File: config.mk
export PLATFORM = sky130hd
export DESIGN_NAME = ffsa_cell
export DESIGN_NICKNAME = d
export VERILOG_FILES = /design/src/rtl/core/ffsa_pkg.sv /design/src/rtl/core/ffsa_cell.sv
export SDC_FILE = /design/constraint.sdc
export NUM_CORES = 1
export LEC_CHECK = 0
export ABC_AREA = 0
export BUFFER_PORTS_ARGS = -buffer_cell sky130_fd_sc_hd__buf_2
export CAP_MARGIN = 10
export CORE_AREA = 2 2 228 230
export DETAILED_ROUTE_END_ITERATION = 8
export DIE_AREA = 0 0 230 232
export PLACE_DENSITY = 0.43
export SYNTH_ARGS = -nofsm -noshare
export SYNTH_HDL_FRONTEND = slang
export SYNTH_SLANG_ARGS = --single-unit
File: constraint.sdc
create_clock -name i_clk -period 9.51 [get_ports i_clk]
set_input_delay 1.902 -clock i_clk [delete_from_list [all_inputs] [get_ports i_clk]]
set_output_delay 1.902 -clock i_clk [all_outputs]
set_load 0.01 [all_outputs]
File: src/rtl/core/ffsa_pkg.sv
// Shared types, constants and codes of the first-fit segment allocator.
`timescale 1ns / 1ps
package ffsa_pkg;

    // Table sizes and address width.
    localparam int FREE_SLOTS = 64;
    localparam int USED_SLOTS = 64;
    localparam int ADDR_W     = 32;

    localparam int FIDX_W = (FREE_SLOTS > 1) ? $clog2(FREE_SLOTS) : 1;
    localparam int UIDX_W = (USED_SLOTS > 1) ? $clog2(USED_SLOTS) : 1;
    localparam int FCNT_W = $clog2(FREE_SLOTS + 1);
    localparam int UCNT_W = $clog2(USED_SLOTS + 1);

    // Field widths of one request and one result.
    localparam int FUNC_W   = 2;
    localparam int SIZE_W   = 32;
    localparam int ALIGN_W  = 17;
    localparam int OFFSET_W = 32;
    localparam int STATUS_W = 2;

    // Request packing: req_size, req_align, free_offset from bit 0 up.
    localparam int SIZE_LSB   = 0;
    localparam int ALIGN_LSB  = SIZE_LSB + SIZE_W;
    localparam int OFFSET_LSB = ALIGN_LSB + ALIGN_W;
    localparam int IN_BITS    = OFFSET_LSB + OFFSET_W;
    localparam int IN_TDATA_W = ((IN_BITS + 7) / 8) * 8;
    localparam int OUT_TDATA_W = ((OFFSET_W + 7) / 8) * 8;

    // Remainder unit: one dividend bit per cycle.
    localparam int DIV_STEPS = ADDR_W;
    localparam int DIV_CNT_W = $clog2(DIV_STEPS);

    // Request kinds.
    localparam logic [FUNC_W-1:0] FUNC_ALLOC = 2'd0;
    localparam logic [FUNC_W-1:0] FUNC_FREE  = 2'd1;
    localparam logic [FUNC_W-1:0] FUNC_CLEAR = 2'd2;

    // Result status codes.
    localparam logic [STATUS_W-1:0] STAT_OK        = 2'd0;
    localparam logic [STATUS_W-1:0] STAT_NO_FIT    = 2'd1;
    localparam logic [STATUS_W-1:0] STAT_NOT_FOUND = 2'd2;
    localparam logic [STATUS_W-1:0] STAT_FULL      = 2'd3;

    // One table entry; free entries leave seg_aln unused.
    typedef struct packed {
        logic [ADDR_W-1:0] seg_start;
        logic [ADDR_W-1:0] seg_aln;
        logic [ADDR_W-1:0] seg_end;
    } t_seg;

    localparam t_seg SEG_ZERO = '{default: '0};

    // Operation broadcast to every cell of one chain.
    typedef enum logic [2:0] {
        CELL_HOLD,
        CELL_LOAD,
        CELL_SCAN,
        CELL_WRITE,
        CELL_INSERT,
        CELL_REMOVE
    } t_cell_op;

    typedef struct packed {
        t_cell_op op;
        t_seg     wdata;
    } t_cell_ctl;

    // Where a cell sits relative to the addressed position.
    typedef struct packed {
        logic hit;
        logic above;
    } t_pos_cmp;

endpackage

File: src/rtl/core/ffsa_cell.sv
// One table cell: a stored entry plus a scan copy that shifts toward the head.
`timescale 1ns / 1ps
module ffsa_cell (
    input  logic               i_clk,
    input  ffsa_pkg::t_cell_ctl i_ctl,
    input  ffsa_pkg::t_pos_cmp  i_cmp,
    input  ffsa_pkg::t_seg      i_prev_main,
    input  ffsa_pkg::t_seg      i_next_main,
    input  ffsa_pkg::t_seg      i_next_shadow,
    output ffsa_pkg::t_seg      o_main,
    output ffsa_pkg::t_seg      o_shadow
);
    import ffsa_pkg::*;

    t_seg r_main;
    t_seg r_shadow;

    // Entry update and scan shifting.
    always_ff @(posedge i_clk) begin
        case (i_ctl.op)
            CELL_LOAD: begin
                r_shadow <= r_main;
            end
            CELL_SCAN: begin
                r_shadow <= i_next_shadow;
            end
            CELL_WRITE: begin
                if (i_cmp.hit) begin
                    r_main <= i_ctl.wdata;
                end
            end
            CELL_INSERT: begin
                if (i_cmp.hit) begin
                    r_main <= i_ctl.wdata;
                end else if (i_cmp.above) begin
                    r_main <= i_prev_main;
                end
            end
            CELL_REMOVE: begin
                if (i_cmp.hit || i_cmp.above) begin
                    r_main <= i_next_main;
                end
            end
            default: begin
            end
        endcase
    end

    assign o_main   = r_main;
    assign o_shadow = r_shadow;

endmodule

==> impl_metrics.csv <==
group,metric,value,unit
die,start_util,0.202,
layout,nFillCells,5411,
setup_path,crit_required,9750,ps
logic_synthesis,yosysSeqAreaShare,0.561,
layout,final_area,0.0143,mm²
power,leakage,5.65,nW
clocking,numCtsBuffers,17,
drt,post-route-drc-count,0,
sta,relSlewSlack,0.295,
min_path,hold-path-endpoint,"o_shadow[60]",
power,irDropWorstVdd,0.000116,V
clocking,postCtsSetupBuffers,0,
sta,timing.fmax,203,MHz
setup_path,r2r_end,"o_shadow[88]",
clocking,cts_tree,"done",
layout,fin_nets,1688,
setup_path,crit_path_max_incr_delay,750,ps
sta,setup_violations,0,
logic_synthesis,post-synth-top-area-cell,"edfxtp_1",
logic_synthesis,synthFlopType,"edfxtp_1",
global_route,grtUsageTotal,0.158,
layout,multi_input_area,0.00406,mm²
setup_path,crit_slowest_cell,"nand2b_4",
place,routabilityCongestion,0.799,
logic_synthesis,synth_commonest_cells,"edfxtp_1 (192), nand2_1 (97), a21oi_1 (96), a221o_1 (96), nand4bb_1 (96)",
clocking,ctsRootBufferMaster,"clkbuf_16",
global_route,grt_max_degree,74,
sta,worst_pin_slew,1060,ps
place,place_hpwl,32.0,mm
logic_synthesis,async_flop_share,0,
place,numPortBuffers,581,
sta,maxSlewViolCount,0,
sta,finalSetupTns,0,ps
sta,fin_crit_sh,0.518,
global_route,grt_pass1_vias,9148,
logic_synthesis,synth.area.top_cells,"edfxtp_1 (56%), nand4bb_1 (11%), mux2_2 (10%)",
layout,layout-drive-gt1-share,0.554,
logic_synthesis,post-synth-top-area-fraction,0.561,
die,die_w,230,µm
drt,first_iter_violations,431,
logic_synthesis,synth_edf_count,192,
clocking,cts_buffer_depth,2,
logic_synthesis,yosysUniqueCellTypes,18,
logic_synthesis,synth_area_per_cell,13.4,µm²
job,cap_viol_max_count,0,
logic_synthesis,syn_area,0.0103,mm²
layout,syn_to_final_growth,38.8,%
power,p_per_area,153,mW/mm²
min_path,min_from,"o_main[60]",
setup_path,critPathTopFamily,"buffers and inverters",
logic_synthesis,yosys_warnings,0,
setup_path,reg2reg_from,"o_main[88]",
layout,seq_area,0.00577,mm²
drt,route.antenna.remaining_nets,0,
run_status,status,"finished, final reports clean",
logic_synthesis,mappedNetlistNets,1157,
min_path,worstHoldPathCells,1,
drt,vias,9048,
clocking,cts.htree.levels,4,
setup_path,worstSetupPathType,"primary input to flop",
clocking,cts_resized,0,
setup_path,cp_common_cell,"buf_4",
drt,wl,43.6,mm
setup_path,startpoint_type,"primary input",
setup_path,worst-path-buf-inv,4,
clocking,cts_hold_buf,0,
sta,grt_setup_unrepaired,"false",
setup_path,worst_ep_arrival_time,5160,ps
setup_path,ff2ff_path_depth,1,
logic_synthesis,synth_cells,767,
sta,period_needed,4930,ps
sta,hold_viol,0,
die,num_rows,83,
drt,dr.pass1.iters,5,
min_path,hold_class,"flop to flop",
clocking,cts_sinks,192,
power,finalPower,0.00218,W
die,fp.dieArea,0.0534,mm²
die,die_h,232,µm
setup_path,path_cells,"buf_4 -> nand2b_4 -> buf_4 -> nor2_4 -> buf_4 -> buf_4 -> a221o_1",
die,core,0.0509,mm²
setup_path,critPathCaptureType,"flop",
die,ios,582,
logic_synthesis,ys_ff_latch,192,
clocking,clk_latency,500,ps
drt,wl_per_cell,21.9,µm
global_route,grt_antenna_before_repair,6,
global_route,overflow,0,
place,place_area,0.0137,mm²
global_route,grt_pass1_wl,61.7,mm
setup_path,crit_fanout,57,
logic_synthesis,synth_most_common_cell,"edfxtp_1",
drt,via_per_inst,4.54,
setup_path,rrSetupSlack,8360,ps
clocking,clkSlewWorstSetupHoldPaths,80,ps
sta,skew,18.1,ps
==> cell type report <==
class / instances / area share
clock buffers: 18 / 0.0301
multi-input cells: 489 / 0.285
diodes: 2 / 0.000351
flip-flops and latches: 192 / 0.404
inverters: 1 / 0.000263
well taps: 680 / 0.0596
clock inverters: 13 / 0.00815
repair buffers: 597 / 0.213
==> layer usage <==
layer | share of wire | track usage | vias to the layer above
met4 | 0.019 | 0.0567 | 6
li1 | - | - | 4189
met2 | 0.50 | 0.271 | 344
met1 | 0.41 | 0.190 | 4466
met3 | 0.062 | 0.0410 | 43
met5 | 0.00094 | 0 | -
==> kinds of logic after synthesis <==
| group | count (synthesis) | synth area share |
|---|---|---|
| buffers and inverters | 86 | 0.0466 |
| XOR/XNOR | 1 | 0.000852 |
| multiplexers | 96 | 0.105 |
| AND/OR/NAND/NOR | 199 | 0.146 |
| flip-flops | 192 | 0.561 |
| AO/OA/AOI/OAI | 193 | 0.141 |
==> cell usage in the layout, fill, tap and decap left out, types with 2 or more instances in the layout <==
cell / Yosys / final
clkinvlp_4: 0 / 3
clkbuf_16: 0 / 17
nand2_1: 97 / 97
edfxtp_1: 192 / 192
diode_2: 0 / 2
a21oi_1: 96 / 96
nand4bb_1: 96 / 96
buf_2: 26 / 577
nand2b_4: 2 / 2
clkinv_4: 0 / 3
mux2_2: 95 / 95
clkinv_1: 0 / 2
nor2_4: 2 / 3
a221o_1: 96 / 96
buf_4: 5 / 19
clkinv_2: 0 / 2
==> where the power goes <==
part | internal [W] | switching (W)
combinational | 0.000191 | 0.000203
clock | 0.000360 | 0.000369
sequential | 0.00102 | 0.0000381
total | 0.00157 | 0.000610
==> per-stage QoR <==
step / setup slack [ps] / utilization / hold WS [ps] / cells
floorplan: 1710 / - / 605 / 767
global placement: 4110 / 0.270 / 556 / 1959
detailed placement: 4070 / 0.270 / 569 / 1959
CTS: 4630 / 0.280 / 589 / 1990
global route: 4450 / 0.280 / 600 / 1991
finish: 4580 / 0.281 / 580 / 1992
==> how the worst max path moves through the flow <==
stage	startpoint	to	slack, ps	cells after the start
final	i_ctl[97]	o_main[24]	4580	7
after global routing	i_ctl[97]	o_main[79]	4450	7
after CTS	i_ctl[97]	o_main[90]	4630	7
after detailed placement	i_ctl[97]	o_main[4]	4070	7
after global placement	i_ctl[97]	o_main[10]	4110	7
after floorplan	i_ctl[97]	o_main[0]	1710	5
==> flip-flops by register name, summed over array words and instances (netlist names) <==
| name | flops |
|---|---|
| o_main | 96 |
| o_shadow | 96 |
No activity file was read; power rests on OpenSTA's default activity.
