$ cat src/rtl/core/ffsa_pkg.sv
// Shared types, constants and codes of the first-fit segment allocator.
`timescale 1ns / 1ps
package ffsa_pkg;

    // Table sizes and address width.
    localparam int FREE_SLOTS = 64;
    localparam int USED_SLOTS = 64;
    localparam int ADDR_W     = 32;

    localparam int FIDX_W = (FREE_SLOTS > 1) ? $clog2(FREE_SLOTS) : 1;
    localparam int UIDX_W = (USED_SLOTS > 1) ? $clog2(USED_SLOTS) : 1;
    localparam int FCNT_W = $clog2(FREE_SLOTS + 1);
    localparam int UCNT_W = $clog2(USED_SLOTS + 1);

    // Field widths of one request and one result.
    localparam int FUNC_W   = 2;
    localparam int SIZE_W   = 32;
    localparam int ALIGN_W  = 17;
    localparam int OFFSET_W = 32;
    localparam int STATUS_W = 2;

    // Request packing: req_size, req_align, free_offset from bit 0 up.
    localparam int SIZE_LSB   = 0;
    localparam int ALIGN_LSB  = SIZE_LSB + SIZE_W;
    localparam int OFFSET_LSB = ALIGN_LSB + ALIGN_W;
    localparam int IN_BITS    = OFFSET_LSB + OFFSET_W;
    localparam int IN_TDATA_W = ((IN_BITS + 7) / 8) * 8;
    localparam int OUT_TDATA_W = ((OFFSET_W + 7) / 8) * 8;

    // Remainder unit: one dividend bit per cycle.
    localparam int DIV_STEPS = ADDR_W;
    localparam int DIV_CNT_W = $clog2(DIV_STEPS);

    // Request kinds.
    localparam logic [FUNC_W-1:0] FUNC_ALLOC = 2'd0;
    localparam logic [FUNC_W-1:0] FUNC_FREE  = 2'd1;
    localparam logic [FUNC_W-1:0] FUNC_CLEAR = 2'd2;

    // Result status codes.
    localparam logic [STATUS_W-1:0] STAT_OK        = 2'd0;
    localparam logic [STATUS_W-1:0] STAT_NO_FIT    = 2'd1;
    localparam logic [STATUS_W-1:0] STAT_NOT_FOUND = 2'd2;
    localparam logic [STATUS_W-1:0] STAT_FULL      = 2'd3;

    // One table entry; free entries leave seg_aln unused.
    typedef struct packed {
        logic [ADDR_W-1:0] seg_start;
        logic [ADDR_W-1:0] seg_aln;
        logic [ADDR_W-1:0] seg_end;
    } t_seg;

    localparam t_seg SEG_ZERO = '{default: '0};

    // Operation broadcast to every cell of one chain.
    typedef enum logic [2:0] {
        CELL_HOLD,
        CELL_LOAD,
        CELL_SCAN,
        CELL_WRITE,
        CELL_INSERT,
        CELL_REMOVE
    } t_cell_op;

    typedef struct packed {
        t_cell_op op;
        t_seg     wdata;
    } t_cell_ctl;

    // Where a cell sits relative to the addressed position.
    typedef struct packed {
        logic hit;
        logic above;
    } t_pos_cmp;

endpackage

$ cat src/rtl/core/ffsa_div.sv
// Restoring remainder unit: segment start modulo alignment, one bit per cycle.
`timescale 1ns / 1ps
module ffsa_div (
    input  logic                          i_clk,
    input  logic                          i_rst_n,
    input  logic                          i_start,
    input  logic [ffsa_pkg::ADDR_W-1:0]   i_dividend,
    input  logic [ffsa_pkg::ALIGN_W-1:0]  i_divisor,
    output logic                          o_done,
    output logic [ffsa_pkg::ALIGN_W-1:0]  o_rem
);
    import ffsa_pkg::*;

    logic                 r_busy;
    logic                 r_done;
    logic [DIV_CNT_W-1:0] r_cnt;
    logic [ADDR_W-1:0]    r_dvd;
    logic [ALIGN_W-1:0]   r_dsr;
    logic [ALIGN_W-1:0]   r_rem;
    logic [ALIGN_W:0]     w_trial;
    logic [ALIGN_W:0]     w_diff;

    // Bring down the next dividend bit and try the subtraction.
    assign w_trial = {r_rem, r_dvd[ADDR_W-1]};
    assign w_diff  = w_trial - {1'b0, r_dsr};

    always_ff @(posedge i_clk) begin
        if (!i_rst_n) begin
            r_busy <= 1'b0;
            r_done <= 1'b0;
            r_cnt  <= '0;
        end else if (i_start) begin
            r_busy <= 1'b1;
            r_done <= 1'b0;
            r_cnt  <= '0;
            r_dvd  <= i_dividend;
            r_dsr  <= i_divisor;
            r_rem  <= '0;
        end else if (r_busy) begin
            r_dvd <= {r_dvd[ADDR_W-2:0], 1'b0};
            if (w_trial >= {1'b0, r_dsr}) begin
                r_rem <= w_diff[ALIGN_W-1:0];
            end else begin
                r_rem <= w_trial[ALIGN_W-1:0];
            end
            r_cnt <= r_cnt + 1'b1;
            if (r_cnt == DIV_CNT_W'(DIV_STEPS - 1)) begin
                r_busy <= 1'b0;
                r_done <= 1'b1;
            end
        end
    end

    assign o_done = r_done;
    assign o_rem  = r_rem;

endmodule

$ cat config.mk
export PLATFORM = sky130hd
export DESIGN_NAME = ffsa_div
export DESIGN_NICKNAME = d
export VERILOG_FILES = /design/src/rtl/core/ffsa_pkg.sv /design/src/rtl/core/ffsa_div.sv
export SDC_FILE = /design/constraint.sdc
export NUM_CORES = 1
export LEC_CHECK = 0
export ABC_AREA = 1
export ABC_CLOCK_PERIOD_IN_PS = 2460
export BUFFER_PORTS_ARGS = -buffer_cell sky130_fd_sc_hd__buf_2
export CORE_MARGIN = 10
export CORE_UTILIZATION = 47
export DETAILED_ROUTE_END_ITERATION = 16
export PLACE_DENSITY = 0.79
export SLEW_MARGIN = 20
export SYNTH_ARGS = -nofsm -noshare
export SYNTH_HDL_FRONTEND = slang
export SYNTH_SLANG_ARGS = --single-unit
export TNS_END_PERCENT = 1
$ cat constraint.sdc
create_clock -name i_clk -period 2.46 [get_ports i_clk]
set_input_delay 0 -clock i_clk [delete_from_list [all_inputs] [get_ports i_clk]]
set_output_delay 0 -clock i_clk [all_outputs]
set_load 0.02 [all_outputs]
==> summary.md, run 1 <==
| Metric | Value |
|---|---|
| Sum of overflow across all layers after global routing | `0` |
| Startpoint of the worst register-to-register path | `o_rem[11]` |
| Worst Tran Pin Value | `0.413 ns` |
| Area of the die | `13,400 um^2` |
| Critical Path Start Type | `flip-flop` |
| Overall die width | `116 um` |
| Count of pins on the block boundary | `70` |
| Total number of H-tree levels | `3` |
| Synth Area in Adders | `5.97%` |
| Via count | `3,936` |
| Total track usage | `18.3%` |
| Clock-pin slew of the registers on the worst-case setup and hold paths | `0.08 ns` |
| Async set or reset register ratio after synthesis | `0%` |
| Setup Crit Path Kind | `reg2reg` |
| Root buf cell | `sky130_fd_sc_hd__clkbuf_8` |
| Buffers & Inverters on Critical Path | `2` |
| Cell count after placement | `724` |
| Placed wire-length estimate after detailed placement | `7.85 mm` |
| Post-CTS repair timing setup buffer count | `0` |
| Library cell with the largest summed area after synthesis | `sky130_fd_sc_hd__edfxtp_1` |
| Fraction of synthesized area in multiplexers | `0%` |
| Combinational family with the most area after synthesis | `simple AND/OR/NAND/NOR gates` |
| Vertical extent of the die | `116 um` |
| Crit-path max FO | `12` |
| CTS tree | `built` |
| Layout cell share with drive strength beyond 1 | `15.8%` |
| Register-to-Register Setup Slack | `0.13 ns` |
| Complex-gate fraction of the synthesized area | `1.88%` |
| Average vias per placed instance | `4.98` |
| Count of clock tree sinks | `73` |
| Netlist cell types | `30` |
| Average wire per standard cell | `15.0 um` |
| Fraction of power spent switching nets | `34.0%` |
| 1st-iter DRT viols | `285` |
| Share of the cycle needed by the critical path after routing | `94.6%` |
| Required @ worst endpoint | `2.66 ns` |
| Top Family by Delay on Critical Path | `simple AND/OR/NAND/NOR gates` |
| Hold_sp | `i_start` |
| Total DRC errors in the routed layout | `0` |
| Minimum period implied by the final worst setup slack | `2.33 ns` |
| Final setup skew | `0.0115 ns` |
| Cell seen most often among critical-path stages | `sky130_fd_sc_hd__nand2_1` |
| Setup crit end kind | `flip-flop` |
| Worst EP arrival | `2.52 ns` |
| Maximum number of pins on one net before global-route repair | `50` |
| Core footprint | `8850 um^2` |
| RSZ-0062 raised after global routing | `no` |
| Number of nets produced by synthesis | `626` |
| Sequential-to-total area share from yosys stat | `49.2%` |
| Ranking of synthesized cells by area | `sky130_fd_sc_hd__edfxtp_1 46%, sky130_fd_sc_hd__nand2_1 20%, sky130_fd_sc_hd__inv_1 7.9%, sky130_fd_sc_hd__ha_1 5.5%, sky130_fd_sc_hd__nor2_1 4.0%` |
| Hold path depth | `3` |
| Endpoint of the worst-slack reg-to-reg timing path | `o_rem[8]` |
| Part of the total power dissipated in the clock network | `26.7%` |
| Avg Cell Area, Syn | `7.79 um^2` |
| Number of enable-type register cells in the synthesized netlist | `66` |
| Final number of setup-violating endpoints | `0` |
| Max-cap viol count | `0` |
| Via count of the first global-routing pass | `4,026` |
| Achievable Freq | `430 MHz` |
| Post-synthesis simple-gate area fraction | `31.9%` |
| Worst slew slack as a fraction of its limit | `72.5%` |
| Count of placed standard cells in the final layout, fillers left out | `790` |
| Cell with the largest stage delay on the worst path | `sky130_fd_sc_hd__edfxtp_1` |
| Routability congestion estimate from global placement | `0.969` |
| Deepest clock path buffer count | `2` |
| Final WL | `11.8 mm` |
| Crit-path max cell delay | `0.44 ns` |
| Share of the synthesized netlist area taken by xor and xnor gates | `1.42%` |
| Final hold viol count | `0` |
| Clock buffers created by TritonCTS | `9` |
| Clock latency on the worst-skew pair | `0.36 ns` |
| Worst vdd ir | `346 uV` |
| Final Power | `3.63 mW` |
| Switching Power | `1.23 mW` |
| Chain of cells forming the critical path | `ha_1 > nand2_1 > inv_1 > nand2_1 > nand2_1 > nand2_1 > nand2_1 > nor2_4 > nand2_4 > inv_4 > nor2_1 > nor2_1` |
| Comb pwr share | `30.3%` |
| Count of cells along the worst register-to-register path | `12` |
| Top library cells by usage in the layout, fill and taps aside | `227 x sky130_fd_sc_hd__nand2_1, 91 x sky130_fd_sc_hd__inv_1, 69 x sky130_fd_sc_hd__buf_2` |
| Number of antenna violations at the first check in global routing | `0` |
| Run status | `finished clean` |
| Power per cell area | `659 nW/um^2` |
| Placement Rows | `34` |
| Global-route wire length before repair | `19.5 mm` |
| Area grow syn2layout | `27.5%` |
| Portion of synthesized cell area occupied by the leading cell type | `45.9%` |
| Post-synthesis cell area | `4320 um^2` |
| Hold worst-path end | `r_busy` |
| Number of max-slew violations in the final report | `0` |
| Leak | `2.85 nW` |
| Total number of nets in the final design | `749` |
| Reg power frac | `43.0%` |
| Yosys reg bits | `73` |
| Number of port buffers | `69` |
| Initial standard-cell utilization of the core | `48.8%` |
| Synth warn | `0` |
| Total negative setup slack | `0 ns` |
| Most frequent standard cell in the layout excluding fill and tap cells | `sky130_fd_sc_hd__nand2_1` |
| Class of the most critical hold timing path | `in2reg` |
| Number of routed nets with antenna violations | `0` |
| Cells after Synth | `554` |
| Main flop type after synthesis | `sky130_fd_sc_hd__edfxtp_1` |
| Internal cell power | `2.39 mW` |
| Antenna diode count | `0` |
| First drt pass iteration count | `4` |
-- how the worst max path moves through the flow --
| stage | from | to | slack, ns | cells past startpoint |
|---|---|---|---|---|
| after floorplan | o_rem[1] | o_rem[14] | 0.39 | 12 |
| after global placement | o_rem[11] | o_rem[8] | 0.21 | 12 |
| after detailed placement | o_rem[11] | o_rem[8] | 0.16 | 12 |
| after CTS | o_rem[11] | o_rem[8] | 0.14 | 12 |
| after global routing | o_rem[11] | o_rem[8] | 0.007 | 12 |
| final | o_rem[11] | o_rem[8] | 0.13 | 12 |
-- state kept, by name, indices dropped and copies added, names as in the netlist --
signal / cells
r_busy: 1
r_dvd: 32
r_dsr: 17
o_rem: 17
o_done: 1
r_cnt: 5
-- cells by family after synthesis --
group | after synthesis
buf+inv | 106
simple gates | 332
xor+xnor | 7
flops | 73
compound gates | 16
fa+ha+maj | 20
-- stage by stage --
step	setup WS (ns)	cell area, um^2	hold slack, ns	utilization, %
after floorplan	0.387	4320	0.0989	-
after global placement	0.214	4790	0.179	54.2
after detailed placement	0.165	4790	0.178	54.2
after CTS	0.143	5500	0.0800	62.1
after global routing	0.00684	5500	0.139	62.2
final	0.133	5500	0.0904	62.2
-- synth_stat cells (5+ instances only) --
cell,n
sky130_fd_sc_hd__a21oi_1,14
sky130_fd_sc_hd__clkbuf_1,6
sky130_fd_sc_hd__dfxtp_1,7
sky130_fd_sc_hd__edfxtp_1,66
sky130_fd_sc_hd__ha_1,19
sky130_fd_sc_hd__inv_1,91
sky130_fd_sc_hd__nand2_1,228
sky130_fd_sc_hd__nand2_2,5
sky130_fd_sc_hd__nand3_1,28
sky130_fd_sc_hd__nor2_1,46
sky130_fd_sc_hd__nor2_2,5
sky130_fd_sc_hd__nor3_1,7
sky130_fd_sc_hd__xor2_1,6
-- routing by layer --
layer | vias up | wire, um | share of wire, % | global-route usage, %
li1 | 1968 | - | - | -
met1 | 1782 | 4840 | 41 | 22.3
met2 | 153 | 5680 | 48 | 29.8
met3 | 33 | 924 | 7.8 | 4.39
met4 | 0 | 381 | 3.2 | 9.26
met5 | - | 0 | 0 | 0
-- cell type report --
type / count / area (um^2)
inverter: 92 / 348
timing repair buffer: 126 / 911
sequential: 73 / 2120
clock inverter: 3 / 21.3
fill: 773 / 3350
clock buffer: 13 / 181
multi-input combinational: 375 / 1780
tap: 108 / 135
-- power by group through the flow --
stage / clock, mW / sequential, mW / combinational [mW]
after global placement: 0 / 1.58 / 0.993
after detailed placement: 0 / 1.59 / 1.01
final: 0.969 / 1.56 / 1.10
after CTS: 0.979 / 1.56 / 1.08
after global routing: 1.03 / 1.57 / 1.23
after floorplan: 0 / 1.62 / 0.690
-- worst reg2reg max path, cell delays in order (launching register included) --
cell and delay [ns]:
sky130_fd_sc_hd__edfxtp_1 0.44, sky130_fd_sc_hd__ha_1 0.41, sky130_fd_sc_hd__nand2_1 0.13, sky130_fd_sc_hd__inv_1 0.06, sky130_fd_sc_hd__nand2_1 0.06, sky130_fd_sc_hd__nand2_1 0.06
sky130_fd_sc_hd__nand2_1 0.05, sky130_fd_sc_hd__nand2_1 0.08, sky130_fd_sc_hd__nor2_4 0.33, sky130_fd_sc_hd__nand2_4 0.15, sky130_fd_sc_hd__inv_4 0.18, sky130_fd_sc_hd__nor2_1 0.06
sky130_fd_sc_hd__nor2_1 0.16
-- timing repair --
action / CTS / global route
gates resized for setup: 0 / 1
hold endpoints to repair: 50 / 0
hold buffers: 50 / 0
endpoints found under the setup margin: 0 / 3
(Power assumes the default switching activity.)
==> run 2: changes to the inputs <==
--- a/config.mk
+++ b/config.mk
@@ -7,5 +7,4 @@
 export LEC_CHECK = 0
 export ABC_AREA = 1
-export ABC_CLOCK_PERIOD_IN_PS = 2460
 export BUFFER_PORTS_ARGS = -buffer_cell sky130_fd_sc_hd__buf_2
 export CORE_MARGIN = 10
==> constraint.sdc (replaced) <==
create_clock -name i_clk -period 2.46 [get_ports i_clk]
set_input_delay 0.492 -clock i_clk [delete_from_list [all_inputs] [get_ports i_clk]]
set_output_delay 0.492 -clock i_clk [all_outputs]
set_load 0.02 [all_outputs]
==> summary.md, run 2 (synthesized netlist as in run 1, its figures left out) <==
| Metric | Value |
|---|---|
| Worst EP arrival | `2.39 ns (-0.13 ns)` |
| Setup Crit Path Kind | `reg2reg` |
| Overall die width | `116 um (unchanged)` |
| Area grow syn2layout | `16.6%` |
| Total number of H-tree levels | `3 (unchanged)` |
| Hold_sp | `i_divisor[12]` |
| Routability congestion estimate from global placement | `0.946 (-2.4%)` |
| Most frequent standard cell in the layout excluding fill and tap cells | `sky130_fd_sc_hd__nand2_1` |
| Total number of nets in the final design | `702 (-6.3%)` |
| Worst slew slack as a fraction of its limit | `76.3% (+3.8 points)` |
| Maximum number of pins on one net before global-route repair | `41 (-18%)` |
| Count of placed standard cells in the final layout, fillers left out | `743 (-5.9%)` |
| Vertical extent of the die | `116 um (unchanged)` |
| Final WL | `10.0 mm (-15%)` |
| Core footprint | `8850 um^2 (unchanged)` |
| Top library cells by usage in the layout, fill and taps aside | `227 x sky130_fd_sc_hd__nand2_1, 91 x sky130_fd_sc_hd__inv_1, 69 x sky130_fd_sc_hd__buf_2` |
| Layout cell share with drive strength beyond 1 | `17.8% (+2.0 points)` |
| Max FFs per register | `32 (unchanged)` |
| Worst Tran Pin Value | `0.356 ns (-0.0575 ns)` |
| CTS tree | `built` |
| Cell count after placement | `725 (+0.14%)` |
| Run status | `finished clean` |
| Quantity of hold-fixing buffers added after cts | `0 (-100%)` |
| Leak | `2.66 nW (-6.8%)` |
| Global-route wire length before repair | `16.7 mm (-14%)` |
| Comb pwr share | `29.0% (-1.3 points)` |
| Top Family by Delay on Critical Path | `simple AND/OR/NAND/NOR gates` |
| Power per cell area | `700 nW/um^2 (+6.3%)` |
| Filler cell count | `818 (+5.8%)` |
| Total negative setup slack | `0 ns (unchanged)` |
| Count of clock tree sinks | `73 (unchanged)` |
| Max-cap viol count | `0 (unchanged)` |
| Clock latency on the worst-skew pair | `0.36 ns (about the same)` |
| Register with the most flip-flops | `r_dvd` |
| Chain of cells forming the critical path | `inv_1 > ha_1 > inv_1 > fa_1 > nand3_1 > nand3_2 > nand2_4 > buf_4 > nand3_1 > nand2_1 > nor2_1` |
| Antenna diode count | `0 (unchanged)` |
| Final WS setup | `0.193 ns (+0.0599 ns)` |
| Achievable Freq | `441 MHz (+2.6%)` |
| Crit-path max FO | `8 (-4)` |
| Final Power | `3.52 mW (-2.8%)` |
| Number of antenna violations at the first check in global routing | `0 (unchanged)` |
| Average vias per placed instance | `4.90 (-1.6%)` |
| Area of combinational cells with multiple inputs | `1780 um^2 (unchanged)` |
| 1st-iter DRT viols | `195 (-32%)` |
| Minimum period implied by the final worst setup slack | `2.27 ns (-0.0599 ns)` |
| Via count of the first global-routing pass | `3,669 (-8.9%)` |
| CP Launch Point | `r_dvd[31]` |
| Part of the total power dissipated in the clock network | `26.8% (about the same)` |
| Total track usage | `15.6% (-2.8 points)` |
| Pre-CTS setup slack | `0.109 ns (-0.0560 ns)` |
| Average wire per standard cell | `13.5 um (-9.7%)` |
| First drt pass iteration count | `5 (+1)` |
| Number of port buffers | `69 (unchanged)` |
| Final setup skew | `0.00598 ns (-0.00551 ns)` |
| Placement Rows | `34 (unchanged)` |
| Switching Power | `1.23 mW (-0.29%)` |
| Fraction of power spent switching nets | `34.8% (+0.89 points)` |
| Buffers & Inverters on Critical Path | `3 (+1)` |
| Clock buffers created by TritonCTS | `9 (unchanged)` |
| Initial standard-cell utilization of the core | `48.8% (unchanged)` |
| Worst vdd ir | `307 uV (-11%)` |
| Count of pins on the block boundary | `70 (unchanged)` |
| Sum of overflow across all layers after global routing | `0 (unchanged)` |
| Deepest clock path buffer count | `2 (unchanged)` |
| Class of the most critical hold timing path | `in2reg` |
| Cell with the largest stage delay on the worst path | `sky130_fd_sc_hd__fa_1` |
| Area of the die | `13,400 um^2 (unchanged)` |
| Startpoint of the worst register-to-register path | `r_dvd[31]` |
| Placed wire-length estimate after detailed placement | `7.65 mm (-2.5%)` |
| Setup crit end kind | `flip-flop` |
| Via count | `3,641 (-7.5%)` |
| RSZ-0062 raised after global routing | `no` |
| Final hold viol count | `0 (unchanged)` |
| Critical Path Start Type | `flip-flop` |
| Crit-path max cell delay | `0.45 ns (about the same)` |
| Internal cell power | `2.30 mW (-4.2%)` |
| Total DRC errors in the routed layout | `0 (unchanged)` |
| Final number of setup-violating endpoints | `0 (unchanged)` |
| Clock-pin slew of the registers on the worst-case setup and hold paths | `0.08 ns (about the same)` |
| Share of the cycle needed by the critical path after routing | `92.2% (-2.4 points)` |
| Reg power frac | `44.2% (+1.2 points)` |
| Number of routed nets with antenna violations | `0 (unchanged)` |
| FF/Latch Area | `2120 um^2 (unchanged)` |
| Number of max-slew violations in the final report | `0 (unchanged)` |
| Required @ worst endpoint | `2.58 ns (-0.08 ns)` |
| Root buf cell | `sky130_fd_sc_hd__clkbuf_8` |
| Worst-case hold slack | `0.306 ns (+0.215 ns)` |
-- run 2: cell count changes in the layout (fill, tap and decap cells not counted) --
cell | previous run | this run
sky130_fd_sc_hd__dlygate4sd3_1 | 50 | 0
sky130_fd_sc_hd__buf_12 | 1 | 2
sky130_fd_sc_hd__inv_6 | 0 | 3
sky130_fd_sc_hd__clkbuf_1 | 2 | 0
sky130_fd_sc_hd__clkinvlp_4 | 1 | 2
sky130_fd_sc_hd__clkbuf_16 | 2 | 1
sky130_fd_sc_hd__clkinv_4 | 1 | 0
sky130_fd_sc_hd__buf_4 | 6 | 8
-- run 2: repair_timing --
item,in CTS,in global routing
gates resized for setup,0,1
setup buffers,0,2
setup endpoints to repair,0,5
-- run 2: path summary, 6_finish.rpt --
kind,slack (ns),endpoint,depth (start not counted)
worst max-delay path,0.19,o_rem[8],11
worst min register to register,0.48,r_cnt[4],2
worst min-delay path,0.31,r_dsr[12],1
worst max register to register,0.19,o_rem[8],11
-- run 2: power groups by stage --
stage	sequential (mW)	clock, mW	combinational, mW
4_1_cts	1.56	0.966	1.00
2_1_floorplan	1.62	0	0.690
3_3_place_gp	1.58	0	0.977
6_report	1.56	0.945	1.02
3_5_place_dp	1.59	0	0.996
5_1_grt	1.57	1.01	1.16
-- run 2: final cells by class --
type                    count  area share, %
repair buffers             79           8.86
well taps                 108           2.69
clock inverters             6          0.920
inverters                  92           6.92
flip-flops and latches     73           42.2
multi-input cells         375           35.5
clock buffers              10           2.96
-- run 2: metal layers --
| layer | track usage, % | up-vias | part of all wire (%) |
|---|---|---|---|
| met5 | 0 | - | 0 |
| met4 | 8.09 | 0 | 2.4 |
| met3 | 4.39 | 20 | 8.5 |
| met2 | 24.6 | 127 | 46 |
| met1 | 19.0 | 1629 | 43 |
| li1 | - | 1865 | - |
-- run 2: worst register-to-register path, stage by stage (launching register included) --
cell                       delay [ns]
sky130_fd_sc_hd__edfxtp_1        0.38
sky130_fd_sc_hd__inv_1           0.10
sky130_fd_sc_hd__ha_1            0.16
sky130_fd_sc_hd__inv_1           0.08
sky130_fd_sc_hd__fa_1            0.46
sky130_fd_sc_hd__nand3_1         0.16
sky130_fd_sc_hd__nand3_2         0.11
sky130_fd_sc_hd__nand2_4         0.16
sky130_fd_sc_hd__buf_4           0.19
sky130_fd_sc_hd__nand3_1         0.12
sky130_fd_sc_hd__nand2_1         0.08
sky130_fd_sc_hd__nor2_1          0.04
-- run 2: per-stage QoR --
| step | cell area [um^2] | utilization [%] |
|---|---|---|
| after global routing | 5030 | 56.8 |
| after detailed placement | 4810 | 54.4 |
| after CTS | 5010 | 56.6 |
| final | 5030 | 56.8 |
| after floorplan | 4320 | - |
| after global placement | 4810 | 54.4 |
==> run 3: changes to the inputs <==
Settings changed: CTS_CLUSTER_DIAMETER set to 200, PLACE_DENSITY 0.79 to 0.82.
Clock period 2.46 ns to 2 ns, I/O delays scaled along.
==> summary.md, run 3 (synthesized netlist as in run 1, its figures left out) <==
| Metric | Value |
|---|---|
| Most frequent standard cell in the layout excluding fill and tap cells | `sky130_fd_sc_hd__nand2_1` |
| Final hold viol count | `0 (unchanged)` |
| Number of routed nets with antenna violations | `0 (unchanged)` |
| Top library cells by usage in the layout, fill and taps aside | `204 x sky130_fd_sc_hd__nand2_1, 85 x sky130_fd_sc_hd__inv_1, 69 x sky130_fd_sc_hd__buf_2` |
| Achievable Freq | `506 MHz (+15%)` |
| Placed wire-length estimate after detailed placement | `8.29 mm (+8.4%)` |
| Clock buffers created by TritonCTS | `9 (unchanged)` |
| Run status | `finished clean` |
| Core utilization of the finished layout | `66.1% (+9.2 points)` |
| Total number of H-tree levels | `3 (unchanged)` |
| Routability congestion estimate from global placement | `0.985 (+4.2%)` |
| First drt pass iteration count | `5 (unchanged)` |
| Layer with the highest usage after global routing | `met2` |
| Worst slew slack as a fraction of its limit | `73.5% (-2.8 points)` |
| Total track usage | `16.5% (+0.94 points)` |
| Cell count after placement | `770 (+6.2%)` |
| Critical Path Start Type | `flip-flop` |
| Share of the cycle needed by the critical path after routing | `98.9% (+6.7 points)` |
| Number of antenna violations at the first check in global routing | `0 (unchanged)` |
| Chain of cells forming the critical path | `inv_2 > ha_4 > inv_2 > fa_2 > nand2_2 > nand2_2 > nand3_2 > nand2_2 > nand2_2 > nand2_1 > nand2_1 > nand2_1 > nor2_2 > nor2_1` |
| Register-to-Register Setup Slack | `0.02 ns (-0.17 ns)` |
| Max-cap viol count | `0 (unchanged)` |
| Crit-path max cell delay | `0.39 ns (-0.06 ns)` |
| Count of clock tree sinks | `73 (unchanged)` |
| 1st-iter DRT viols | `247 (+27%)` |
| Number of max-slew violations in the final report | `0 (unchanged)` |
| Via count | `3,988 (+9.5%)` |
| Sum of overflow across all layers after global routing | `0 (unchanged)` |
| Root buf cell | `sky130_fd_sc_hd__clkbuf_8` |
| Register with the most flip-flops | `r_dvd` |
| Via count of the first global-routing pass | `3,834 (+4.5%)` |
| Final WL | `11.6 mm (+16%)` |
| Filler cell count | `725 (-11%)` |
| Met2 routing resource usage after global routing | `27.8% (+3.1 points)` |
| Top Family by Delay on Critical Path | `simple AND/OR/NAND/NOR gates` |
| Deepest clock path buffer count | `2 (unchanged)` |
| Global-route wire length before repair | `17.6 mm (+5.4%)` |
| Final setup skew | `0.0105 ns (+0.00457 ns)` |
| Class of the most critical hold timing path | `in2reg` |
| Average wire per standard cell | `14.6 um (+8.0%)` |
| Power per cell area | `867 nW/um^2 (+24%)` |
| Quantity of hold-fixing buffers added after cts | `0 (unchanged)` |
| Area grow syn2layout | `35.5%` |
| Met3 Use GR | `4.55% (+0.16 points)` |
| Worst EP arrival | `2.10 ns (-0.29 ns)` |
| Clock-pin slew of the registers on the worst-case setup and hold paths | `0.08 ns (about the same)` |
| Met1 layer usage reported by global route | `20.1% (+1.1 points)` |
| Clock latency on the worst-skew pair | `0.36 ns (about the same)` |
| Max FFs per register | `32 (unchanged)` |
| RSZ-0062 raised after global routing | `yes` |
| Overall die width | `116 um (unchanged)` |
| Antenna diode count | `0 (unchanged)` |
| Layout cell share with drive strength beyond 1 | `33.7% (+16 points)` |
| Placement Rows | `34 (unchanged)` |
| Leak | `2.97 nW (+12%)` |
| Crit-path max FO | `3 (-5)` |
| Final number of setup-violating endpoints | `0 (unchanged)` |
| Minimum period implied by the final worst setup slack | `1.98 ns (-0.290 ns)` |
| Worst vdd ir | `405 uV (+32%)` |
| Area of the die | `13,400 um^2 (unchanged)` |
| Maximum number of pins on one net before global-route repair | `50 (+22%)` |
| Setup Crit Path Kind | `reg2reg` |
| Initial standard-cell utilization of the core | `48.8% (unchanged)` |
| FF/Latch Area | `2120 um^2 (unchanged)` |
| Vertical extent of the die | `116 um (unchanged)` |
| Total number of nets in the final design | `756 (+7.7%)` |
| Count of placed standard cells in the final layout, fillers left out | `797 (+7.3%)` |
| Number of port buffers | `69 (unchanged)` |
| Worst Tran Pin Value | `0.397 ns (+0.0417 ns)` |
| Required @ worst endpoint | `2.12 ns (-0.46 ns)` |
| Area of combinational cells with multiple inputs | `2130 um^2 (+19%)` |
| Setup crit end kind | `flip-flop` |
| CTS tree | `built` |
| Core footprint | `8850 um^2 (unchanged)` |
| Count of pins on the block boundary | `70 (unchanged)` |
| Buffers & Inverters on Critical Path | `2 (-1)` |
| Total DRC errors in the routed layout | `0 (unchanged)` |
| Cell with the largest stage delay on the worst path | `sky130_fd_sc_hd__edfxtp_1` |
| Average vias per placed instance | `5.00 (+2.1%)` |
| Cell seen most often among critical-path stages | `sky130_fd_sc_hd__nand2_2` |
-- run 3: worst paths after layout --
kind	startpoint	to	depth (start not counted)
setup / recovery	r_dvd[31]	o_rem[14]	14
hold / removal	i_divisor[2]	r_dsr[2]	1
setup reg to reg	r_dvd[31]	o_rem[14]	14
hold reg to reg	o_done	o_done	2
-- run 3: final cells by class --
type                            count  share of cell area [%]
Tap cell                          108                    2.31
Clock buffer                       14                    3.51
Timing Repair Buffer              133                    14.8
Sequential cell                    73                    36.3
Clock inverter                      2                   0.664
Multi-Input combinational cell    375                    36.4
Inverter                           92                    6.04
-- run 3: per-layer routing --
metal	wire length [um]	part of all wire [%]
met1	4950	43
met2	5590	48
met4	174	1.5
met3	914	7.9
met5	0	0
-- run 3: repair_timing --
item / CTS / global route
hold endpoints to repair: 0 / 0
cloned: 0 / 0
setup buffers: 1 / 10
gates resized for setup: 20 / 59
setup endpoints to repair: 17 / 17
pin swaps: 7 / 29
-- run 3: through the flow --
step                      hold WS (ns)  instance area [um^2]  setup TNS [ns]  power [mW]  setup WS, ns
after detailed placement         0.480                  5150           -1.24        3.40       -0.0975
after global routing             0.196                  5850           -1.13        5.35       -0.0801
after CTS                        0.199                  5500        -0.00169        4.83      -0.00169
final                            0.211                  5850               0        5.07        0.0226
after floorplan                  0.445                  4320          -0.725        2.84       -0.0733
after global placement           0.455                  5150          -0.144        3.37       -0.0215
-- run 3: where the power goes --
group	internal [mW]	leakage (nW)	switching, mW
registers	1.84	0.697	0.0828
logic	0.760	2.15	1.01
clock network	0.800	0.123	0.578
